### config.mk
export PLATFORM = sky130hd
export DESIGN_NAME = heartbeat_membership_table_unit
export DESIGN_NICKNAME = d
export VERILOG_FILES = /design/src/rtl/core/hbmt_pkg.sv /design/src/rtl/core/hbmt_cell.sv /design/src/rtl/core/heartbeat_membership_table_unit.sv
export SDC_FILE = /design/constraint.sdc
export NUM_CORES = 2
export LEC_CHECK = 0
export BUFFER_PORTS_ARGS = -buffer_cell sky130_fd_sc_hd__buf_2
export CAP_MARGIN = 20
export CORE_MARGIN = 2
export CORE_UTILIZATION = 64
export CTS_BUF_LIST = sky130_fd_sc_hd__clkbuf_8
export DETAILED_ROUTE_END_ITERATION = 12
export GPL_TIMING_DRIVEN = 1
export PLACE_DENSITY_LB_ADDON = 0.15
export SETUP_SLACK_MARGIN = 0.15
export SLEW_MARGIN = 20
export SYNTH_ARGS = -nofsm -noshare
export SYNTH_HDL_FRONTEND = slang
export SYNTH_HIERARCHICAL = 1
export SYNTH_SLANG_ARGS = --single-unit
### constraint.sdc
create_clock -name aclk -period 475.4 [get_ports aclk]
set_clock_uncertainty 0.05 [all_clocks]
set_input_delay 95.08 -clock aclk [delete_from_list [all_inputs] [get_ports aclk]]
set_output_delay 95.08 -clock aclk [all_outputs]
set_load 0.005 [all_outputs]
### src/rtl/core/hbmt_pkg.sv
// Shared types and constants for the heartbeat membership table.
// Used by the table cell and the top level; no dependencies.
`timescale 1ns / 1ps
package hbmt_pkg;

    typedef enum logic [1:0] {
        KIND_MERGE = 2'd0,
        KIND_SWEEP = 2'd1,
        KIND_CLEAR = 2'd2,
        KIND_READ  = 2'd3
    } kind_t;

    typedef enum logic [3:0] {
        ST_ADDED      = 4'd0,
        ST_UPDATED    = 4'd1,
        ST_STALE      = 4'd2,
        ST_FULL       = 4'd3,
        ST_REMOVED    = 4'd4,
        ST_SWEPT      = 4'd5,
        ST_READ_OK    = 4'd6,
        ST_READ_EMPTY = 4'd7,
        ST_CLEARED    = 4'd8
    } status_t;

    typedef enum logic [1:0] {
        CFG_SELF_ID    = 2'd0,
        CFG_SELF_PORT  = 2'd1,
        CFG_FAIL_TO    = 2'd2,
        CFG_REMOVE_TO  = 2'd3
    } cfg_index_t;

    typedef enum logic [2:0] {
        FSM_IDLE,
        FSM_WALK,
        FSM_EMIT,
        FSM_DONE
    } fsm_t;

    // One member entry as it travels between cells.
    typedef struct packed {
        logic        valid;
        logic [31:0] id;
        logic [15:0] port;
        logic [31:0] heartbeat;
        logic [31:0] stamp;
        logic        failed;
        logic [31:0] since;
    } entry_t;

    localparam logic [31:0] FAIL_TO_RESET   = 32'd5;
    localparam logic [31:0] REMOVE_TO_RESET = 32'd20;

    // Most entries that one sweep may remove.
    localparam int MAX_REMOVALS = 32;

endpackage

### src/rtl/core/hbmt_cell.sv
// One table cell: holds a member entry and passes it to its neighbor on a shift.
// Depends on hbmt_pkg.
`timescale 1ns / 1ps
module hbmt_cell
    import hbmt_pkg::*;
(
    input  logic   aclk,
    input  logic   aresetn,
    input  logic   shift,
    input  logic   clear,
    input  entry_t entry_in,
    output entry_t entry_out
);

    entry_t entry_reg;

    always_ff @(posedge aclk) begin
        if (!aresetn) begin
            entry_reg.valid  <= 1'b0;
            entry_reg.failed <= 1'b0;
        end else if (clear) begin
            entry_reg.valid  <= 1'b0;
            entry_reg.failed <= 1'b0;
        end else if (shift) begin
            entry_reg.valid  <= entry_in.valid;
            entry_reg.failed <= entry_in.failed;
        end
        if (shift) begin
            entry_reg.id        <= entry_in.id;
            entry_reg.port      <= entry_in.port;
            entry_reg.heartbeat <= entry_in.heartbeat;
            entry_reg.stamp     <= entry_in.stamp;
            entry_reg.since     <= entry_in.since;
        end
    end

    assign entry_out = entry_reg;

endmodule

### src/rtl/core/heartbeat_membership_table_unit.sv
// Heartbeat membership table top level: cell ring, sequencer and stream ports.
// Depends on hbmt_pkg and hbmt_cell.
`timescale 1ns / 1ps
// The table is a ring of TABLE_DEPTH cells that rotates by one slot per cycle
// while a beat walks it and no sweep stalls it. A read or a sweep makes one
// full rotation and a merge two, so slot 0 sits at the head of the ring again
// when the beat finishes. A clear empties every cell without rotating; else the
// head cell is the only place an entry is inspected or modified. A merge first
// walks the ring once to find the first matching id and the lowest free slot,
// then walks it a second time to apply the update or the insertion. A sweep
// walks once, ages each entry as it passes the head and stalls the rotation
// while a removal beat waits on the result channel; at most 32 entries are
// removed in one sweep and any further due entries wait for a later sweep. A
// read rotates once and captures the requested slot. Results leave through a
// single output register, one beat at a time, with last high on the final beat
// of each input item. Config writes are accepted at any time and must only be
// issued while the block is idle.
module heartbeat_membership_table_unit
    import hbmt_pkg::*;
#(
    parameter int TABLE_DEPTH = 32
) (
    input  logic         aclk,
    input  logic         aresetn,
    // Input beat. tdata: entry_id[31:0], entry_port[47:32],
    // entry_heartbeat[79:48], current_time[111:80], slot_index[116:112].
    input  logic         s_tvalid,
    output logic         s_tready,
    input  logic [119:0] s_tdata,
    input  logic [1:0]   s_tuser,   // kind[1:0]
    // Result beat. tdata: out_id[31:0], out_port[47:32], out_heartbeat[79:48],
    // out_time[111:80], out_failed[112].
    output logic         m_tvalid,
    input  logic         m_tready,
    output logic [119:0] m_tdata,
    output logic [3:0]   m_tuser,   // status[3:0]
    output logic         m_tlast,
    // Configuration write channel.
    input  logic         cfg_valid,
    output logic         cfg_ready,
    input  logic [1:0]   cfg_index,
    input  logic [31:0]  cfg_data
);

    localparam int CW = $clog2(TABLE_DEPTH + 1);
    localparam int IW = $clog2(TABLE_DEPTH);

    // Configuration registers.
    logic [31:0] self_id_reg, fail_to_reg, remove_to_reg;
    logic [15:0] self_port_reg;

    assign cfg_ready = 1'b1;

    always_ff @(posedge aclk) begin
        if (!aresetn) begin
            self_id_reg   <= '0;
            self_port_reg <= '0;
            fail_to_reg   <= FAIL_TO_RESET;
            remove_to_reg <= REMOVE_TO_RESET;
        end else if (cfg_valid) begin
            unique case (cfg_index_t'(cfg_index))
                CFG_SELF_ID:   self_id_reg   <= cfg_data;
                CFG_SELF_PORT: self_port_reg <= cfg_data[15:0];
                CFG_FAIL_TO:   fail_to_reg   <= cfg_data;
                CFG_REMOVE_TO: remove_to_reg <= cfg_data;
                default: ;
            endcase
        end
    end

    // Cell ring. Cell 0 is the head; the head entry, possibly updated, feeds back at the tail.
    entry_t cell_q [TABLE_DEPTH];
    entry_t head_new;
    logic   shift, clear_all;

    for (genvar g = 0; g < TABLE_DEPTH; g++) begin : g_cell
        entry_t din;
        if (g == TABLE_DEPTH - 1) begin : g_tail
            assign din = head_new;
        end else begin : g_mid
            assign din = cell_q[g + 1];
        end
        hbmt_cell u_cell (
            .aclk     (aclk),
            .aresetn  (aresetn),
            .shift    (shift),
            .clear    (clear_all),
            .entry_in (din),
            .entry_out(cell_q[g])
        );
    end

    entry_t head;
    assign head = cell_q[0];

    // Captured input beat.
    kind_t       kind_reg;
    logic [31:0] id_reg, hb_reg, now_reg;
    logic [15:0] port_reg;
    logic [4:0]  slot_reg;

    fsm_t        state_reg, state_next;
    logic [CW-1:0] pos_reg, pos_next;
    logic        pass_reg, pass_next;           // merge: 0 search, 1 apply
    logic        found_reg, found_next, free_ok_reg, free_ok_next;
    logic [IW-1:0] found_idx_reg, found_idx_next, free_idx_reg, free_idx_next;
    logic [5:0]  rem_cnt_reg, rem_cnt_next;     // removals in the current sweep
    logic        s_take;

    // Output register.
    logic         ovalid_reg, ovalid_next;
    logic [119:0] odata_reg, odata_next;
    logic [3:0]   ostat_reg, ostat_next;
    logic         olast_reg, olast_next;

    assign m_tvalid = ovalid_reg;
    assign m_tdata  = odata_reg;
    assign m_tuser  = ostat_reg;
    assign m_tlast  = olast_reg;

    assign s_tready = (state_reg == FSM_IDLE) && !ovalid_reg;
    assign s_take   = s_tvalid && s_tready;

    function automatic logic [119:0] pack_entry(entry_t e);
        return {7'd0, e.failed, e.stamp, e.heartbeat, e.port, e.id};
    endfunction

    logic [IW-1:0] pos_idx;
    logic          is_self, rem_due, fail_due, rem_cap;
    assign pos_idx  = pos_reg[IW-1:0];
    assign is_self  = (head.id == self_id_reg) && (head.port == self_port_reg);
    assign rem_due  = (now_reg - head.since) >= remove_to_reg;
    assign fail_due = (now_reg - head.stamp) >= fail_to_reg;
    assign rem_cap  = (rem_cnt_reg == 6'(MAX_REMOVALS));

    always_comb begin
        entry_t upd;
        state_next     = state_reg;
        pos_next       = pos_reg;
        pass_next      = pass_reg;
        found_next     = found_reg;
        found_idx_next = found_idx_reg;
        free_ok_next   = free_ok_reg;
        free_idx_next  = free_idx_reg;
        rem_cnt_next   = rem_cnt_reg;
        ovalid_next    = ovalid_reg && !m_tready;
        odata_next     = odata_reg;
        ostat_next     = ostat_reg;
        olast_next     = olast_reg;
        shift          = 1'b0;
        clear_all      = 1'b0;
        upd            = head;
        head_new       = head;

        unique case (state_reg)
            FSM_IDLE: begin
                if (s_take) begin
                    pos_next     = '0;
                    pass_next    = 1'b0;
                    found_next   = 1'b0;
                    free_ok_next = 1'b0;
                    rem_cnt_next = '0;
                    if (kind_t'(s_tuser) == KIND_CLEAR) begin
                        clear_all   = 1'b1;
                        ovalid_next = 1'b1;
                        odata_next  = '0;
                        ostat_next  = ST_CLEARED;
                        olast_next  = 1'b1;
                    end else begin
                        state_next = FSM_WALK;
                    end
                end
            end
            FSM_WALK: begin
                shift = 1'b1;
                unique case (kind_reg)
                    KIND_MERGE: begin
                        if (!pass_reg) begin
                            if (head.valid) begin
                                if (!found_reg && head.id == id_reg) begin
                                    found_next     = 1'b1;
                                    found_idx_next = pos_idx;
                                end
                            end else if (!free_ok_reg) begin
                                free_ok_next  = 1'b1;
                                free_idx_next = pos_idx;
                            end
                        end else if (found_reg && pos_idx == found_idx_reg) begin
                            if (hb_reg > head.heartbeat) begin
                                upd.heartbeat = hb_reg;
                                upd.stamp     = now_reg;
                                upd.failed    = 1'b0;
                                ostat_next    = ST_UPDATED;
                            end else begin
                                ostat_next = ST_STALE;
                            end
                            head_new   = upd;
                            odata_next = pack_entry(upd);
                        end else if (!found_reg && free_ok_reg && pos_idx == free_idx_reg) begin
                            upd.valid     = 1'b1;
                            upd.id        = id_reg;
                            upd.port      = port_reg;
                            upd.heartbeat = hb_reg;
                            upd.stamp     = now_reg;
                            upd.failed    = 1'b0;
                            upd.since     = '0;
                            head_new      = upd;
                            ostat_next    = ST_ADDED;
                            odata_next    = pack_entry(upd);
                        end
                    end
                    KIND_SWEEP: begin
                        if (head.valid && !is_self) begin
                            if (head.failed) begin
                                if (rem_due && !rem_cap) begin
                                    if (ovalid_reg && !m_tready) begin
                                        shift = 1'b0;   // hold until the beat drains
                                    end else begin
                                        ovalid_next  = 1'b1;
                                        odata_next   = pack_entry(head);
                                        ostat_next   = ST_REMOVED;
                                        olast_next   = 1'b0;
                                        upd.valid    = 1'b0;
                                        upd.failed   = 1'b0;
                                        head_new     = upd;
                                        rem_cnt_next = rem_cnt_reg + 6'd1;
                                    end
                                end
                            end else if (fail_due) begin
                                upd.failed = 1'b1;
                                upd.since  = now_reg;
                                head_new   = upd;
                            end
                        end
                    end
                    KIND_READ: begin
                        if ({{(8-CW){1'b0}}, pos_reg} == {3'd0, slot_reg}) begin
                            if (head.valid) begin
                                odata_next = pack_entry(head);
                                ostat_next = ST_READ_OK;
                            end else begin
                                odata_next = '0;
                                ostat_next = ST_READ_EMPTY;
                            end
                        end
                    end
                    default: ;
                endcase
                if (shift) begin
                    if (pos_reg == CW'(TABLE_DEPTH - 1)) begin
                        pos_next = '0;
                        if (kind_reg == KIND_MERGE && !pass_reg) begin
                            pass_next = 1'b1;
                        end else begin
                            state_next = FSM_DONE;
                        end
                    end else begin
                        pos_next = pos_reg + 1'b1;
                    end
                end
                if (kind_reg == KIND_READ && pos_reg == '0) begin
                    // Default for indexes beyond the table.
                    if ({3'd0, slot_reg} >= 8'(TABLE_DEPTH)) begin
                        odata_next = '0;
                        ostat_next = ST_READ_EMPTY;
                    end
                end
            end
            FSM_DONE: begin
                if (!ovalid_reg || m_tready) begin
                    ovalid_next = 1'b1;
                    olast_next  = 1'b1;
                    unique case (kind_reg)
                        KIND_SWEEP: begin
                            odata_next = '0;
                            ostat_next = ST_SWEPT;
                        end
                        KIND_MERGE: begin
                            if (!found_reg && !free_ok_reg) begin
                                odata_next = {8'd0, 32'd0, hb_reg, port_reg, id_reg};
                                ostat_next = ST_FULL;
                            end
                        end
                        default: ;
                    endcase
                    state_next = FSM_IDLE;
                end
            end
            default: state_next = FSM_IDLE;
        endcase
    end

    always_ff @(posedge aclk) begin
        if (!aresetn) begin
            state_reg  <= FSM_IDLE;
            ovalid_reg <= 1'b0;
        end else begin
            state_reg  <= state_next;
            ovalid_reg <= ovalid_next;
        end
        pos_reg       <= pos_next;
        pass_reg      <= pass_next;
        found_reg     <= found_next;
        found_idx_reg <= found_idx_next;
        free_ok_reg   <= free_ok_next;
        free_idx_reg  <= free_idx_next;
        rem_cnt_reg   <= rem_cnt_next;
        odata_reg     <= odata_next;
        ostat_reg     <= ostat_next;
        olast_reg     <= olast_next;
        if (s_take) begin
            kind_reg <= kind_t'(s_tuser);
            id_reg   <= s_tdata[31:0];
            port_reg <= s_tdata[47:32];
            hb_reg   <= s_tdata[79:48];
            now_reg  <= s_tdata[111:80];
            slot_reg <= s_tdata[116:112];
        end
    end

endmodule

==> summary.txt <==
Die H = 509 µm
Sequential share of the synthesized area = 0.9180
CP max stage cell = buf_4
Routed vias = 63,963
Gr ovfl total = 0
DP Area = 0.1692 mm²
Top cell type by total area after synthesis = edfxtp_1
Final setup fails = 0
Worst hold path class = flop to flop
Initial core utilization = 0.6428
Crit. End Element = flop
Fmax = 0.009854 GHz
Core occupancy in the finished layout = 0.7192
PnR worst setup slack = 373,920 ps
WS Path Type = input port to flop
Largest net degree at the start of global routing = 219
Drt pass-1 iters = 7
Core Area = 0.2539 mm²
CTS tree = done
Clk pin slew, worst setup/hold paths = 60 ps
Routed len/inst = 21.42 µm
Final setup TNS = 0 ps
Post-route DRC = 0
Final nets = 8,307
Root Driver = clkbuf_8
Post-synth EDFFs = 4,870
Syn. warnings = 6
Worst r2r dst = g_cell[14].u_cell/entry_out[48]$_DFFE_PP_
Worst-Margin Slew = 1203 ps
Final hold vios = 0
Top-area cell type share of the netlist area = 0.8960
Clk sinks = 5,049
Top Ports = 289
Pwr dens = 6.564 mW/mm²
CP startpoint kind = input port
Worst setup path startpoint = m_tready
Drt initial violations = 5,905
RSZ-0062 raised after global routing = no
Share of cells above drive strength 1 = 0.1614
Clk Latency, worst-skew pair = 1150 ps
Worst-path maximum fanout = 218
First-pass GRT wire length = 375,400 µm
Max-cap violations = 0
DRT Wirelength = 255,700 µm
Port Buffers = 277
WP data arrival = 102,140 ps
Static Leak = 62.17 nW
GP Congestion = 0.8971
Mapped cell area = 0.1632 mm²
Die Width = 509 µm
Area growth syn-to-layout = 11.89%
Setup bufs post-CTS = 0
Worst path cell trace = buf_2 > nor2b_1 > a31oi_4 > buf_4 > buf_4 > buf_4 > buf_4 > buf_6 > buf_12 > buf_4
Synth area leaders = edfxtp_1, dfxtp_1, ha_1
Number of distinct library cells after synthesis = 78
Path depth of the worst reg2reg path = 26
Synth Area per Inst = 23.37 µm²
Drt via density = 5.358
Post-CTS sizing = 0
Cell count after synthesis = 6,985
Worst flop-to-flop path startpoint = now_reg[1]$_DFFE_PP_
Hold WS = 319.8 ps
Post-route clock period utilization = 0.2135
Design area = 0.1826 mm²
Critical path's largest stage delay = 940 ps
Pwr Total = 1.199 mW
Rel. slew slack = 0.1979
DP HPWL = 149,400 µm
Largest register FFs = 4,672
FF+latch count, synth = 5,049
Status = completed
Clock Tree Buf Depth = 4
Count leader, synth = edfxtp_1
Hold Crit Start = g_cell[2].u_cell/entry_out[36]$_DFFE_PP_
Ys flop type = edfxtp_1
IR drop worst, VDD = 0.005636 mV
Most common library cells after synthesis = edfxtp_1, nand2_1, inv_1, dfxtp_1, ha_1
# placed instances = 10,608
Gr usage total = 0.1953
Non-Filler Instances = 11,938
CTS H-tree depth = 6
CP required = 476,060 ps
Post-DRT Antenna Nets = 0
Min Tclk post-route = 101,480 ps
Hold buffer count at cts = 0
Place WS = 372,230 ps
Vias in the first global route = 63,217
Slack of the worst reg-to-reg path = 462,660 ps
Rows = 185
Most frequent CP cell = buf_4
Num CTS Buffers = 736
Slew Limit Fails = 0
Initial antenna violation count = 19
Synth async-reset ratio = 0
Die ar. = 0.2591 mm²
Critical Path Sink = g_cell[14].u_cell/entry_out[48]$_DFFE_PP_
==> power breakdown <==
group	switching (mW)	internal (mW)	total, mW
clock network	0.155	0.156	0.311
registers	0.0500	0.704	0.754
logic	0.100	0.0339	0.134
==> cells by family after synthesis <==
kind of cell | after synthesis | share of synthesized area
buf+inv | 287 | 0.007260
other cells | 2 | 0.00004601
flops | 5049 | 0.9180
simple gates | 614 | 0.01712
mux | 211 | 0.01380
xor+xnor | 159 | 0.008532
fa+ha+maj | 163 | 0.01259
compound gates | 500 | 0.02271
==> worst min-delay path by stage <==
| stage | to | slack, ps | cells past startpoint |
|---|---|---|---|
| 5_1_grt | g_cell[0].u_cell/entry_out[43]$_DFFE_PP_ | 340 | 0 |
| 3_5_place_dp | g_cell[0].u_cell/entry_out[3]$_DFFE_PP_ | 350 | 0 |
| 2_1_floorplan | g_cell[0].u_cell/entry_out[0]$_DFFE_PP_ | 350 | 0 |
| 6_report | g_cell[1].u_cell/entry_out[36]$_DFFE_PP_ | 320 | 0 |
| 4_1_cts | g_cell[1].u_cell/entry_out[36]$_DFFE_PP_ | 330 | 0 |
| 3_3_place_gp | g_cell[6].u_cell/entry_out[35]$_DFFE_PP_ | 350 | 0 |
==> layer usage <==
layer  wire [µm]  share of wire  track usage
met1      115900           0.45       0.2919
met5           0              0            0
met4       11580          0.045      0.09921
met3       12000          0.047      0.03355
met2      116200           0.45       0.2840
==> worst max-delay path, delay by kind of cell <==
| family | cells | cell delay, ps |
|---|---|---|
| simple gates | 1 | 90 |
| compound gates | 1 | 840 |
| buf+inv | 8 | 5760 |
==> cells in the final DEF (no fill, tap or decap), types with 16 or more instances in the layout <==
cell / netlist / final
nand4_1: 25 / 25
nor4_1: 24 / 24
nand3_1: 20 / 19
a22o_1: 113 / 113
nor2_1: 153 / 151
a21o_1: 51 / 51
buf_2: 17 / 276
nand2_1: 270 / 269
xnor2_1: 58 / 58
clkinv_2: 0 / 59
a21boi_0: 110 / 110
mux2_2: 109 / 109
mux2i_1: 99 / 99
a21oi_1: 74 / 74
ha_1: 161 / 161
and3_1: 16 / 16
nor2b_1: 16 / 16
dfxtp_1: 179 / 179
nand2b_1: 44 / 44
clkbuf_8: 0 / 757
buf_4: 11 / 63
xor2_1: 101 / 101
edfxtp_1: 4870 / 4870
inv_1: 185 / 446
o21ai_0: 41 / 41
clkinv_1: 0 / 176
==> final cells by class <==
type	instances	area (µm²)
flip-flops and latches	5049	149800
fillers	14245	71300
multi-input cells	1655	12370
clock buffers	757	10420
well taps	3366	4212
clock inverters	561	2912
repair buffers	356	2173
inverters	185	699.4
diodes	9	22.52
No activity file was read; power rests on OpenSTA's default activity.
